<file path="config.mk">
export PLATFORM = sky130hd
export DESIGN_NAME = tape_block_pulse_encoder
export DESIGN_NICKNAME = d
export VERILOG_FILES = /design/src/hw/rtl/tbpe_pkg.sv /design/src/hw/rtl/tbpe_front.sv /design/src/hw/rtl/tbpe_queue.sv /design/src/hw/rtl/tbpe_back.sv /design/src/hw/rtl/tape_block_pulse_encoder.sv
export SDC_FILE = /design/constraint.sdc
export NUM_CORES = 1
export LEC_CHECK = 0
export ABC_AREA = 1
export BUFFER_PORTS_ARGS = -buffer_cell sky130_fd_sc_hd__buf_4
export CORE_ASPECT_RATIO = 2
export CORE_MARGIN = 5
export CORE_UTILIZATION = 55
export DETAILED_ROUTE_END_ITERATION = 16
export PLACE_DENSITY = 0.74
export SYNTH_ARGS = -nofsm -noshare
export SYNTH_HDL_FRONTEND = slang
export SYNTH_HIERARCHICAL = 1
export SYNTH_SLANG_ARGS = --single-unit
</file>
<file path="constraint.sdc">
create_clock -name clk_i -period 3.8 [get_ports clk_i]
set_input_delay 0.76 -clock clk_i [delete_from_list [all_inputs] [get_ports clk_i]]
set_output_delay 0.76 -clock clk_i [all_outputs]
set_load 0.02 [all_outputs]
</file>
<file path="src/hw/rtl/tbpe_pkg.sv">
// ----------------------------------------------------------------------------
// tbpe_pkg: shared types and constants of the tape block pulse encoder
// Segment kinds, parser states, queued commands and register defaults.
// ----------------------------------------------------------------------------
package tbpe_pkg;

  localparam int unsigned RegW  = 16;
  localparam int unsigned ByteW = 8;
  localparam int unsigned CfgIdxW = 3;

  // Register indexes of the configuration port.
  localparam logic [CfgIdxW-1:0] RegPilotHp   = 3'd0;
  localparam logic [CfgIdxW-1:0] RegPilotCnt  = 3'd1;
  localparam logic [CfgIdxW-1:0] RegSync1Hp   = 3'd2;
  localparam logic [CfgIdxW-1:0] RegSync2Hp   = 3'd3;
  localparam logic [CfgIdxW-1:0] RegZeroHp    = 3'd4;
  localparam logic [CfgIdxW-1:0] RegOneHp     = 3'd5;
  localparam logic [CfgIdxW-1:0] RegPauseLen  = 3'd6;

  // Register reset values.
  localparam logic [RegW-1:0] PilotHpRst  = 16'd25;
  localparam logic [RegW-1:0] PilotCntRst = 16'd7056;
  localparam logic [RegW-1:0] Sync1HpRst  = 16'd7;
  localparam logic [RegW-1:0] Sync2HpRst  = 16'd8;
  localparam logic [RegW-1:0] ZeroHpRst   = 16'd9;
  localparam logic [RegW-1:0] OneHpRst    = 16'd19;
  localparam logic [RegW-1:0] PauseLenRst = 16'd44100;

  // Half-period counts of the fixed-length segments.
  localparam logic [RegW-1:0] SyncCount = 16'd1;
  localparam logic [RegW-1:0] BitCount  = 16'd2;
  localparam logic [RegW-1:0] PauseCount = 16'd1;

  // Step counter of the segment sequencer: up to nine segments per command.
  localparam int unsigned StepW = 4;
  localparam logic [StepW-1:0] StepSync2    = 4'd2;
  localparam logic [StepW-1:0] StepHdrPause = 4'd3;
  localparam logic [StepW-1:0] StepLastBit  = 4'd7;

  typedef enum logic [2:0] {
    SEG_PILOT = 3'd0,
    SEG_SYNC1 = 3'd1,
    SEG_SYNC2 = 3'd2,
    SEG_ZERO  = 3'd3,
    SEG_ONE   = 3'd4,
    SEG_PAUSE = 3'd5
  } seg_kind_e;

  typedef enum logic [1:0] {
    PH_LEN_LO = 2'd0,
    PH_LEN_HI = 2'd1,
    PH_DATA   = 2'd2
  } parse_phase_e;

  typedef enum logic [1:0] {
    CMD_HDR       = 2'd0,  // pilot and syncs, data follows
    CMD_HDR_EMPTY = 2'd1,  // pilot, syncs and pause of a zero-length block
    CMD_DATA      = 2'd2,  // eight bit segments
    CMD_DATA_LAST = 2'd3   // eight bit segments and the closing pause
  } cmd_kind_e;

  typedef struct packed {
    cmd_kind_e          kind;
    logic [ByteW-1:0]   data;
  } cmd_t;

  typedef struct packed {
    logic [RegW-1:0] pilot_hp;
    logic [RegW-1:0] pilot_cnt;
    logic [RegW-1:0] sync1_hp;
    logic [RegW-1:0] sync2_hp;
    logic [RegW-1:0] zero_hp;
    logic [RegW-1:0] one_hp;
    logic [RegW-1:0] pause_len;
  } cfg_t;

endpackage

</file>
<file path="src/hw/rtl/tbpe_front.sv">
// ----------------------------------------------------------------------------
// tbpe_front: tape image parser
// Tracks the block header and data count and turns each high length byte and data byte into a command.
// ----------------------------------------------------------------------------
module tbpe_front (
  input  logic                      clk_i,
  input  logic                      rst_ni,
  input  logic [tbpe_pkg::ByteW-1:0] tap_byte_i,
  input  logic                      in_valid_i,
  output logic                      in_ready_o,
  input  logic                      q_full_i,
  output logic                      push_o,
  output tbpe_pkg::cmd_t            cmd_o
);

  tbpe_pkg::parse_phase_e phase_q, phase_d;
  logic [tbpe_pkg::ByteW-1:0] len_lo_q, len_lo_d;
  logic [tbpe_pkg::RegW-1:0]  remain_q, remain_d;
  logic                       accept;
  logic [tbpe_pkg::RegW-1:0]  len;
  logic                       len_zero;
  logic                       last_byte;

  assign len       = {tap_byte_i, len_lo_q};
  assign len_zero  = (len == '0);
  assign last_byte = (remain_q == tbpe_pkg::RegW'(1));

  // A low length byte produces no command, so it never waits for the queue.
  assign in_ready_o = (phase_q == tbpe_pkg::PH_LEN_LO) || !q_full_i;
  assign accept     = in_valid_i && in_ready_o;

  always_comb begin
    phase_d  = phase_q;
    len_lo_d = len_lo_q;
    remain_d = remain_q;
    if (accept) begin
      unique case (phase_q)
        tbpe_pkg::PH_LEN_HI: begin
          remain_d = len;
          phase_d  = len_zero ? tbpe_pkg::PH_LEN_LO : tbpe_pkg::PH_DATA;
        end
        tbpe_pkg::PH_DATA: begin
          remain_d = remain_q - tbpe_pkg::RegW'(1);
          phase_d  = last_byte ? tbpe_pkg::PH_LEN_LO : tbpe_pkg::PH_DATA;
        end
        default: begin
          len_lo_d = tap_byte_i;
          phase_d  = tbpe_pkg::PH_LEN_HI;
        end
      endcase
    end
  end

  always_comb begin
    push_o     = 1'b0;
    cmd_o.data = tap_byte_i;
    cmd_o.kind = tbpe_pkg::CMD_HDR;
    unique case (phase_q)
      tbpe_pkg::PH_LEN_HI: begin
        push_o     = accept;
        cmd_o.kind = len_zero ? tbpe_pkg::CMD_HDR_EMPTY : tbpe_pkg::CMD_HDR;
      end
      tbpe_pkg::PH_DATA: begin
        push_o     = accept;
        cmd_o.kind = last_byte ? tbpe_pkg::CMD_DATA_LAST : tbpe_pkg::CMD_DATA;
      end
      default: begin
        push_o = 1'b0;
      end
    endcase
  end

  always_ff @(posedge clk_i or negedge rst_ni) begin
    if (!rst_ni) begin
      phase_q  <= tbpe_pkg::PH_LEN_LO;
      len_lo_q <= '0;
      remain_q <= '0;
    end else begin
      phase_q  <= phase_d;
      len_lo_q <= len_lo_d;
      remain_q <= remain_d;
    end
  end

endmodule

</file>
<file path="src/hw/rtl/tbpe_queue.sv">
// ----------------------------------------------------------------------------
// tbpe_queue: two-entry command queue
// Decouples the parser from the segment sequencer.
// ----------------------------------------------------------------------------
module tbpe_queue (
  input  logic           clk_i,
  input  logic           rst_ni,
  input  logic           push_i,
  input  tbpe_pkg::cmd_t cmd_i,
  output logic           full_o,
  input  logic           pop_i,
  output logic           valid_o,
  output tbpe_pkg::cmd_t cmd_o
);

  tbpe_pkg::cmd_t entry_q [2];
  logic       wr_ptr_q, rd_ptr_q;
  logic [1:0] count_q;

  assign full_o  = count_q[1];
  assign valid_o = (count_q != 2'd0);
  assign cmd_o   = entry_q[rd_ptr_q];

  always_ff @(posedge clk_i) begin
    if (push_i) begin
      entry_q[wr_ptr_q] <= cmd_i;
    end
  end

  always_ff @(posedge clk_i or negedge rst_ni) begin
    if (!rst_ni) begin
      wr_ptr_q <= 1'b0;
      rd_ptr_q <= 1'b0;
      count_q  <= 2'd0;
    end else begin
      if (push_i) begin
        wr_ptr_q <= ~wr_ptr_q;
      end
      if (pop_i) begin
        rd_ptr_q <= ~rd_ptr_q;
      end
      if (push_i && !pop_i) begin
        count_q <= count_q + 2'd1;
      end else if (pop_i && !push_i) begin
        count_q <= count_q - 2'd1;
      end
    end
  end

endmodule

</file>
<file path="src/hw/rtl/tbpe_back.sv">
// ----------------------------------------------------------------------------
// tbpe_back: segment sequencer
// Expands the command at the queue head into segments, one per cycle unless the output stalls.
// ----------------------------------------------------------------------------
module tbpe_back (
  input  logic                      clk_i,
  input  logic                      rst_ni,
  input  tbpe_pkg::cfg_t            cfg_i,
  input  logic                      cmd_valid_i,
  input  tbpe_pkg::cmd_t            cmd_i,
  output logic                      pop_o,
  output logic                      out_valid_o,
  input  logic                      out_ready_i,
  output logic [2:0]                segment_kind_o,
  output logic                      start_level_o,
  output logic [tbpe_pkg::RegW-1:0] half_period_o,
  output logic [tbpe_pkg::RegW-1:0] half_count_o,
  output logic                      last_of_run_o
);

  logic [tbpe_pkg::StepW-1:0] step_q, step_d;
  logic                       level_q, level_d;
  logic                       out_valid_q;
  tbpe_pkg::seg_kind_e        kind_q, seg_kind;
  logic                       start_q, last_q;
  logic [tbpe_pkg::RegW-1:0]  hp_q, cnt_q, seg_hp, seg_cnt;
  logic                       seg_last;
  logic                       fire;
  logic                       bit_val;

  assign fire    = cmd_valid_i && (!out_valid_q || out_ready_i);
  assign bit_val = cmd_i.data[3'(tbpe_pkg::StepLastBit - step_q)];

  always_comb begin
    seg_kind = tbpe_pkg::SEG_PAUSE;
    seg_hp   = cfg_i.pause_len;
    seg_cnt  = tbpe_pkg::PauseCount;
    seg_last = 1'b1;
    unique case (cmd_i.kind)
      tbpe_pkg::CMD_HDR, tbpe_pkg::CMD_HDR_EMPTY: begin
        seg_last = (cmd_i.kind == tbpe_pkg::CMD_HDR) ? (step_q == tbpe_pkg::StepSync2)
                                                     : (step_q == tbpe_pkg::StepHdrPause);
        priority case (step_q)
          tbpe_pkg::StepW'(0): begin
            seg_kind = tbpe_pkg::SEG_PILOT;
            seg_hp   = cfg_i.pilot_hp;
            seg_cnt  = cfg_i.pilot_cnt;
          end
          tbpe_pkg::StepW'(1): begin
            seg_kind = tbpe_pkg::SEG_SYNC1;
            seg_hp   = cfg_i.sync1_hp;
            seg_cnt  = tbpe_pkg::SyncCount;
          end
          tbpe_pkg::StepSync2: begin
            seg_kind = tbpe_pkg::SEG_SYNC2;
            seg_hp   = cfg_i.sync2_hp;
            seg_cnt  = tbpe_pkg::SyncCount;
          end
          default: begin
            seg_kind = tbpe_pkg::SEG_PAUSE;
          end
        endcase
      end
      default: begin
        seg_last = (cmd_i.kind == tbpe_pkg::CMD_DATA) ? (step_q == tbpe_pkg::StepLastBit)
                                                      : (step_q > tbpe_pkg::StepLastBit);
        if (step_q <= tbpe_pkg::StepLastBit) begin
          seg_kind = bit_val ? tbpe_pkg::SEG_ONE : tbpe_pkg::SEG_ZERO;
          seg_hp   = bit_val ? cfg_i.one_hp : cfg_i.zero_hp;
          seg_cnt  = tbpe_pkg::BitCount;
        end
      end
    endcase
  end

  // The level flips once per half-period, so only the count's parity matters.
  always_comb begin
    step_d  = step_q;
    level_d = level_q;
    if (fire) begin
      level_d = level_q ^ seg_cnt[0];
      step_d  = seg_last ? '0 : step_q + tbpe_pkg::StepW'(1);
    end
  end

  assign pop_o = fire && seg_last;

  always_ff @(posedge clk_i or negedge rst_ni) begin
    if (!rst_ni) begin
      step_q      <= '0;
      level_q     <= 1'b0;
      out_valid_q <= 1'b0;
    end else begin
      step_q  <= step_d;
      level_q <= level_d;
      if (fire) begin
        out_valid_q <= 1'b1;
      end else if (out_ready_i) begin
        out_valid_q <= 1'b0;
      end
    end
  end

  always_ff @(posedge clk_i) begin
    if (fire) begin
      kind_q  <= seg_kind;
      start_q <= level_q;
      hp_q    <= seg_hp;
      cnt_q   <= seg_cnt;
      last_q  <= seg_last;
    end
  end

  assign out_valid_o    = out_valid_q;
  assign segment_kind_o = kind_q;
  assign start_level_o  = start_q;
  assign half_period_o  = hp_q;
  assign half_count_o   = cnt_q;
  assign last_of_run_o  = last_q;

endmodule

</file>
<file path="src/hw/rtl/tape_block_pulse_encoder.sv">
// ----------------------------------------------------------------------------
// tape_block_pulse_encoder: tape image to square-wave segment encoder
// Parses length-prefixed tape blocks and describes the tape signal as
// segments of pilot, sync, bit and pause tones.
// ----------------------------------------------------------------------------
// Channel  | Direction | Handshake             | Word
// input    | in        | in_valid_i/in_ready_o | tap_byte_i
// output   | out       | out_valid_o/out_ready_i | segment_kind_o .. last_of_run_o
// config   | in        | cfg_we_i              | cfg_idx_i, cfg_data_i
//
// The sequencer gives one segment per cycle unless the output stalls: a data
// byte gives eight segments, nine for the last byte of a block, a header gives
// three or four, and a low length byte gives none and is taken by the parser
// only. A two-word queue lets the parser take bytes while segments are still
// going out. Reset restores the register defaults and the parser start.
// ----------------------------------------------------------------------------
module tape_block_pulse_encoder (
  input  logic                         clk_i,
  input  logic                         rst_ni,
  input  logic [tbpe_pkg::ByteW-1:0]   tap_byte_i,
  input  logic                         in_valid_i,
  output logic                         in_ready_o,
  output logic [2:0]                   segment_kind_o,
  output logic                         start_level_o,
  output logic [tbpe_pkg::RegW-1:0]    half_period_o,
  output logic [tbpe_pkg::RegW-1:0]    half_count_o,
  output logic                         last_of_run_o,
  output logic                         out_valid_o,
  input  logic                         out_ready_i,
  input  logic                         cfg_we_i,
  input  logic [tbpe_pkg::CfgIdxW-1:0] cfg_idx_i,
  input  logic [tbpe_pkg::RegW-1:0]    cfg_data_i
);

  tbpe_pkg::cfg_t cfg_q;
  tbpe_pkg::cmd_t push_cmd, head_cmd;
  logic           push, pop, q_full, q_valid;

  always_ff @(posedge clk_i or negedge rst_ni) begin
    if (!rst_ni) begin
      cfg_q.pilot_hp  <= tbpe_pkg::PilotHpRst;
      cfg_q.pilot_cnt <= tbpe_pkg::PilotCntRst;
      cfg_q.sync1_hp  <= tbpe_pkg::Sync1HpRst;
      cfg_q.sync2_hp  <= tbpe_pkg::Sync2HpRst;
      cfg_q.zero_hp   <= tbpe_pkg::ZeroHpRst;
      cfg_q.one_hp    <= tbpe_pkg::OneHpRst;
      cfg_q.pause_len <= tbpe_pkg::PauseLenRst;
    end else if (cfg_we_i) begin
      unique case (cfg_idx_i)
        tbpe_pkg::RegPilotHp:  cfg_q.pilot_hp  <= cfg_data_i;
        tbpe_pkg::RegPilotCnt: cfg_q.pilot_cnt <= cfg_data_i;
        tbpe_pkg::RegSync1Hp:  cfg_q.sync1_hp  <= cfg_data_i;
        tbpe_pkg::RegSync2Hp:  cfg_q.sync2_hp  <= cfg_data_i;
        tbpe_pkg::RegZeroHp:   cfg_q.zero_hp   <= cfg_data_i;
        tbpe_pkg::RegOneHp:    cfg_q.one_hp    <= cfg_data_i;
        tbpe_pkg::RegPauseLen: cfg_q.pause_len <= cfg_data_i;
        default: begin
        end
      endcase
    end
  end

  tbpe_front u_front (
    .clk_i      (clk_i),
    .rst_ni     (rst_ni),
    .tap_byte_i (tap_byte_i),
    .in_valid_i (in_valid_i),
    .in_ready_o (in_ready_o),
    .q_full_i   (q_full),
    .push_o     (push),
    .cmd_o      (push_cmd)
  );

  tbpe_queue u_queue (
    .clk_i   (clk_i),
    .rst_ni  (rst_ni),
    .push_i  (push),
    .cmd_i   (push_cmd),
    .full_o  (q_full),
    .pop_i   (pop),
    .valid_o (q_valid),
    .cmd_o   (head_cmd)
  );

  tbpe_back u_back (
    .clk_i          (clk_i),
    .rst_ni         (rst_ni),
    .cfg_i          (cfg_q),
    .cmd_valid_i    (q_valid),
    .cmd_i          (head_cmd),
    .pop_o          (pop),
    .out_valid_o    (out_valid_o),
    .out_ready_i    (out_ready_i),
    .segment_kind_o (segment_kind_o),
    .start_level_o  (start_level_o),
    .half_period_o  (half_period_o),
    .half_count_o   (half_count_o),
    .last_of_run_o  (last_of_run_o)
  );

endmodule
</file>
==> results.ini, run 1 <==
[floorplan]
die_w_um = 105
io_pins = 71
die_h_um = 201
rows = 69
coreArea_um2 = 17900
start_util = 0.560
fp.dieArea_um2 = 21100

[sta]
max_freq_ghz = 0.393
fin_crit_sh = 0.670
layout_setup_ws_ps = 1250
slew_headroom = 0.454
fin_worst_skew_ps = 19.4
tightest_slew_ps = 818
rsz0062_at_grt = no
setup_tns_ps = 0
finalHoldViolCount = 0
report.final.slew_viol_count = 0
min_period_ps = 2550
setup_viol = 0
holdWs_ps = 337

[setup_path]
worstSetupStartpointType = flip-flop
r2r-start = u_queue/rd_ptr_q
cp-startpoint = u_queue/rd_ptr_q
critPathKind = flip-flop to flip-flop
cp.required_ps = 4190
max_stage_delay_ps = 690
end_kind = flip-flop
arrival_ps = 2930
r2r_cells = 14
crit_chain = mux2_4 > inv_1 > nand2_1 > nand2_1 > nand2_1 > nand2_1 > o21ai_0 > nor2_1 > inv_1 > ha_1 > inv_1 > nand3_1 > nand2_1 > nand2_1
critPathBufInv = 3
worstSetupPathDepth = 14
endpoint = u_queue/count_q[1]
critPathMostFrequentCell = nand2_1
rrSetupSlack_ps = 1250
critical-path-top-delay-family = flip-flops
reg2reg_to = u_queue/count_q[1]
cp_slowest_cell = dfrtp_1
path_max_fanout = 11

[drt]
routed_wl_um = 25600
ant_nets = 0
vias = 8126
drt-vias-per-instance = 5.46
drtPass1Iterations = 5
drt-initial-drc-count = 528
drc = 0
wl_per_cell_um = 17.2

[cells_and_area]
nNetsFinal = 1304
area_delta_synth_final_pct = 12.1
stdcell_area_um2 = 11200
antenna_cells = 0
drive_gt1_frac = 0.151

[logic_synthesis]
ys_async_sr_fraction = 0.722
yosysMostFrequentCell = nand2_1
synth_seq_area_share = 0.545
synth_edf_count = 57
synthesis.area_um2 = 10000
synth-seq-cells = 205
synth_cells = 1211
ys_warn_count = 6
syn-num-nets = 1253
synth.distinct_cells = 33
synth_top_flop_cell = dfrtp_1
synthTopCellsByArea = dfrtp_1 31%, nand2_1 19%, edfxtp_1 17%
post-synth-top-area-cell = dfrtp_1
syn_area_per_cell_um2 = 8.26
synth_commonest_cells = 510 x nand2_1, 153 x nand3_1, 124 x dfrtp_1
yosys.area.top_type_share = 0.310

[outcome]
outcome = finished, final reports clean

[placed_design]
gp_congestion = 0.872
io_buffers = 70
place_ws_ps = 1260
placed_cell_area_um2 = 10600
dp_hpwl_um = 17500

[clock_tree]
cts_htree_levels = 1
cts_buffers = 20
cts_setup_buffers = 0
cts_hold_buf = 0
clock_path_buffers = 3
cts_resized = 0
root_buffer = clkbuf_16
cts_tree = yes
clkSinkCount = 205
cts.reportedPaths.clkPinSlew_ps = 60
clkLatencyLatePin_ps = 500

[worst_hold_path]
worstHoldPathType = input pin to async pin

[global_routing]
grt_pass1_wl_um = 40300
grt_max_degree = 86
grt_overflow = 0
grt_usage = 0.238
grt_pass1_vias = 7988
antenna_found_initial = 0

[flow_run]
cap_violations = 0

[pwr]
cellLeakagePower_nw = 5.70
p_per_area_nw_per_um2 = 801
ir_drop_uv = 622

## worst min path at each step
stage	slack, ps	to	startpoint
finish	340	cfg_q[93]	rst_ni
global route	390	cfg_q[93]	rst_ni
CTS	350	cfg_q[93]	rst_ni
detailed placement	450	cfg_q[96]	cfg_q[96]
global placement	450	cfg_q[32]	cfg_q[32]
floorplan	440	u_back/level_q	u_back/level_q
## report_power, final
part / switching, mW / internal [mW] / total (mW)
logic: 2.36 / 1.16 / 3.52
registers: 0.419 / 3.12 / 3.54
clock network: 0.829 / 1.10 / 1.93
## worst reg2reg max path, stage by stage (launching register included)
cell and delay, ps:
dfrtp_1 690, mux2_4 360, inv_1 70, nand2_1 50
nand2_1 50, nand2_1 40, nand2_1 50, o21ai_0 200
nor2_1 260, inv_1 70, ha_1 310, inv_1 90
nand3_1 90, nand2_1 60, nand2_1 50
## per-stage QoR
step	std cells	power (mW)	util
floorplan	1211	5.99	-
global placement	1453	6.96	0.592
detailed placement	1453	7.06	0.592
CTS	1489	9.00	0.628
global route	1489	9.53	0.628
finish	1489	8.99	0.628
## state kept, by name, summed over array words and instances (netlist names), 2 cells and up
signal / flops
u_queue/entry_q: 20
u_front/len_lo_q: 8
u_back/half_count_o: 16
u_queue/count_q: 2
cfg_q: 112
u_front/remain_q: 16
u_front/phase_q: 2
u_back/segment_kind_o: 3
u_back/step_q: 4
u_back/half_period_o: 16
## cells by family (layout without fill, tap and decap cells)
group                    Yosys count  count (layout)  share of synthesized area
flip-flops                       205             205                      0.545
AND/OR/NAND/NOR                  749             749                      0.317
XOR/XNOR                           6               6                    0.00526
adder cells (fa/ha/maj)           10              10                     0.0125
AO/OA/AOI/OAI                     45              45                     0.0239
buffers and inverters            185             250                     0.0807
multiplexers                      11              11                     0.0158
## layer usage
| metal | GRT usage | wire length, µm |
|---|---|---|
| met4 | 0.130 | 1490 |
| met1 | 0.254 | 8800 |
| met3 | 0.0283 | 1270 |
| met5 | 0 | 0 |
| met2 | 0.446 | 14000 |
## cell usage in the layout (no fill, tap or decap), types with 14 or more instances in the layout
cell	synthesis	layout
inv_2	13	14
inv_1	122	121
clkbuf_16	0	22
dfrtp_1	124	124
nor2_1	46	46
nand2_1	510	510
nand3_1	153	153
buf_4	16	76
edfxtp_1	57	57
o21ai_0	19	19
dfstp_2	24	24
## cell type report
type,instances,area [µm²]
Clock buffer,31,604
Clock inverter,5,31.3
Fill cell,1530,6660
Inverter,136,513
Multi-Input combinational cell,821,3750
Sequential cell,205,5450
Tap cell,213,267
Timing Repair Buffer,78,602
No activity file was read; power rests on OpenSTA's default activity.
==> run 2: changes to the inputs <==
==> constraint.sdc (replaced) <==
create_clock -name clk_i -period 2.39 [get_ports clk_i]
set_input_delay 0.478 -clock clk_i [delete_from_list [all_inputs] [get_ports clk_i]]
set_output_delay 0.478 -clock clk_i [all_outputs]
set_load 0.02 [all_outputs]
==> results.ini, run 2 (same netlist as run 1, synthesis figures left out) <==
[drt]
drt-initial-drc-count = 427
drtPass1Iterations = 6
vias = 8027
drc = 0
drt-vias-per-instance = 5.34
routed_wl_um = 25400
ant_nets = 0
wl_per_cell_um = 16.9

[placed_design]
dp.cells = 1468
dp_hpwl_um = 17800
gp_congestion = 0.918
place_ws_ps = 380
placed_cell_area_um2 = 10700
io_buffers = 70

[pwr]
ir_drop_uv = 832
cellLeakagePower_nw = 5.75
comb_power_share = 0.404
power.switching_mw = 5.67
p_per_area_nw_per_um2 = 1260
p_int_mw = 8.52
swShare = 0.399
p_total_mw = 14.2
p_clk_frac = 0.203
pwr-share-seq = 0.393

[setup_path]
cp.required_ps = 2710
r2r_cells = 6
worstSetupStartpointType = flip-flop
critPathKind = flip-flop to flip-flop
path_max_fanout = 14
reg2reg_to = u_back/half_count_o[15]
arrival_ps = 2360
r2r-start = u_back/step_q[0]
end_kind = flip-flop
rrSetupSlack_ps = 350

[cells_and_area]
stdcell_count = 1502
fillers = 1561
multi_input_area_um2 = 3750
nNetsFinal = 1319
regMostFlops = cfg_q
final_cell_mix = 510 x nand2_1, 153 x nand3_1, 124 x dfrtp_1
largest_register_ffs = 112
reg_top3 = cfg_q (112), u_queue/entry_q (20)
final_util = 0.632
layout_commonest_cell = nand2_1
area_delta_synth_final_pct = 12.9
ff_latch_area_um2 = 5450
stdcell_area_um2 = 11300
drive_gt1_frac = 0.157
antenna_cells = 0

[global_routing]
antenna_found_initial = 0
busiest_layer = met2
grt_max_degree = 54
grt_overflow = 0
grt_usage = 0.243
use_met2 = 0.455
grt_pass1_wl_um = 40800
grt_use_met1 = 0.256
grt_util_met3 = 0.0277
grt_pass1_vias = 8054

[sta]
rsz0062_at_grt = no
finalHoldViolCount = 0
max_freq_ghz = 0.490
tightest_slew_ps = 782
report.final.slew_viol_count = 0
min_period_ps = 2040
fin_crit_sh = 0.853
fin_worst_skew_ps = 20.7
setup_tns_ps = 0
setup_viol = 0
layout_setup_ws_ps = 350
holdWs_ps = 179
slew_headroom = 0.478

[flow_run]
cap_violations = 0

[clock_tree]
cts_tree = yes
cts_resized = 0
cts_hold_buf = 1
clock_path_buffers = 3
cts_buffers = 19
cts.reportedPaths.clkPinSlew_ps = 60
clkSinkCount = 205
cts_htree_levels = 1
clkLatencyLatePin_ps = 490
root_buffer = clkbuf_16
cts_setup_buffers = 0

[floorplan]
fp.dieArea_um2 = 21100
die_w_um = 105
die_h_um = 201
start_util = 0.560
coreArea_um2 = 17900
io_pins = 71
rows = 69

[worst_hold_path]
worstHoldPathType = input pin to flip-flop
min_to = u_queue/entry_q[1][3]
hp-start = tap_byte_i[3]
whs_path_depth = 1

[outcome]
outcome = finished, final reports clean

run 2: changes by cell type in the layout (fill, tap and decap cells not counted), sizes merged:
cell	change
buf	+15
clkbuf	-2
clkinv	-2
bufinv	+1
dlygate4sd3	+1
run 2: power by group through the flow:
stage / Clock (mW) / Combinational (mW) / Sequential [mW]
2_1_floorplan: 0 / 3.59 / 5.93
3_3_place_gp: 0 / 5.60 / 5.60
3_5_place_dp: 0 / 5.71 / 5.63
4_1_cts: 2.96 / 5.73 / 5.58
5_1_grt: 3.10 / 6.33 / 5.71
6_report: 2.88 / 5.73 / 5.57
run 2: final cells by class:
cell class | instances | area share
Multi-Input combinational cell | 821 | 0.332
Inverter | 136 | 0.0454
Timing Repair Buffer | 94 | 0.0653
Clock inverter | 4 | 0.00454
Clock buffer | 29 | 0.0463
Sequential cell | 205 | 0.482
Tap cell | 213 | 0.0236
run 2: worst max-delay path by stage:
stage	startpoint	endpoint	slack, ps	cells past startpoint
finish	u_back/step_q[0]	u_back/half_count_o[15]	350	6
global route	u_back/step_q[0]	u_queue/count_q[1]	200	14
CTS	u_back/step_q[0]	u_queue/count_q[1]	350	14
detailed placement	u_back/step_q[0]	u_queue/count_q[1]	380	14
global placement	u_back/step_q[0]	u_queue/count_q[1]	440	14
floorplan	u_queue/rd_ptr_q	u_queue/count_q[1]	280	15
run 2: per-layer routing:
metal | vias to the layer above | routed length (µm)
met1 | 3768 | 8740
met4 | 0 | 1610
li1 | 3907 | -
met2 | 265 | 13800
met5 | - | 0
met3 | 87 | 1220
run 2: critical path: stages, from the launching register on:
cell,delay (ps)
dfrtp_1,470
inv_2,160
ha_1,180
nand2_2,80
nor2_1,440
inv_1,360
nor2_1,180
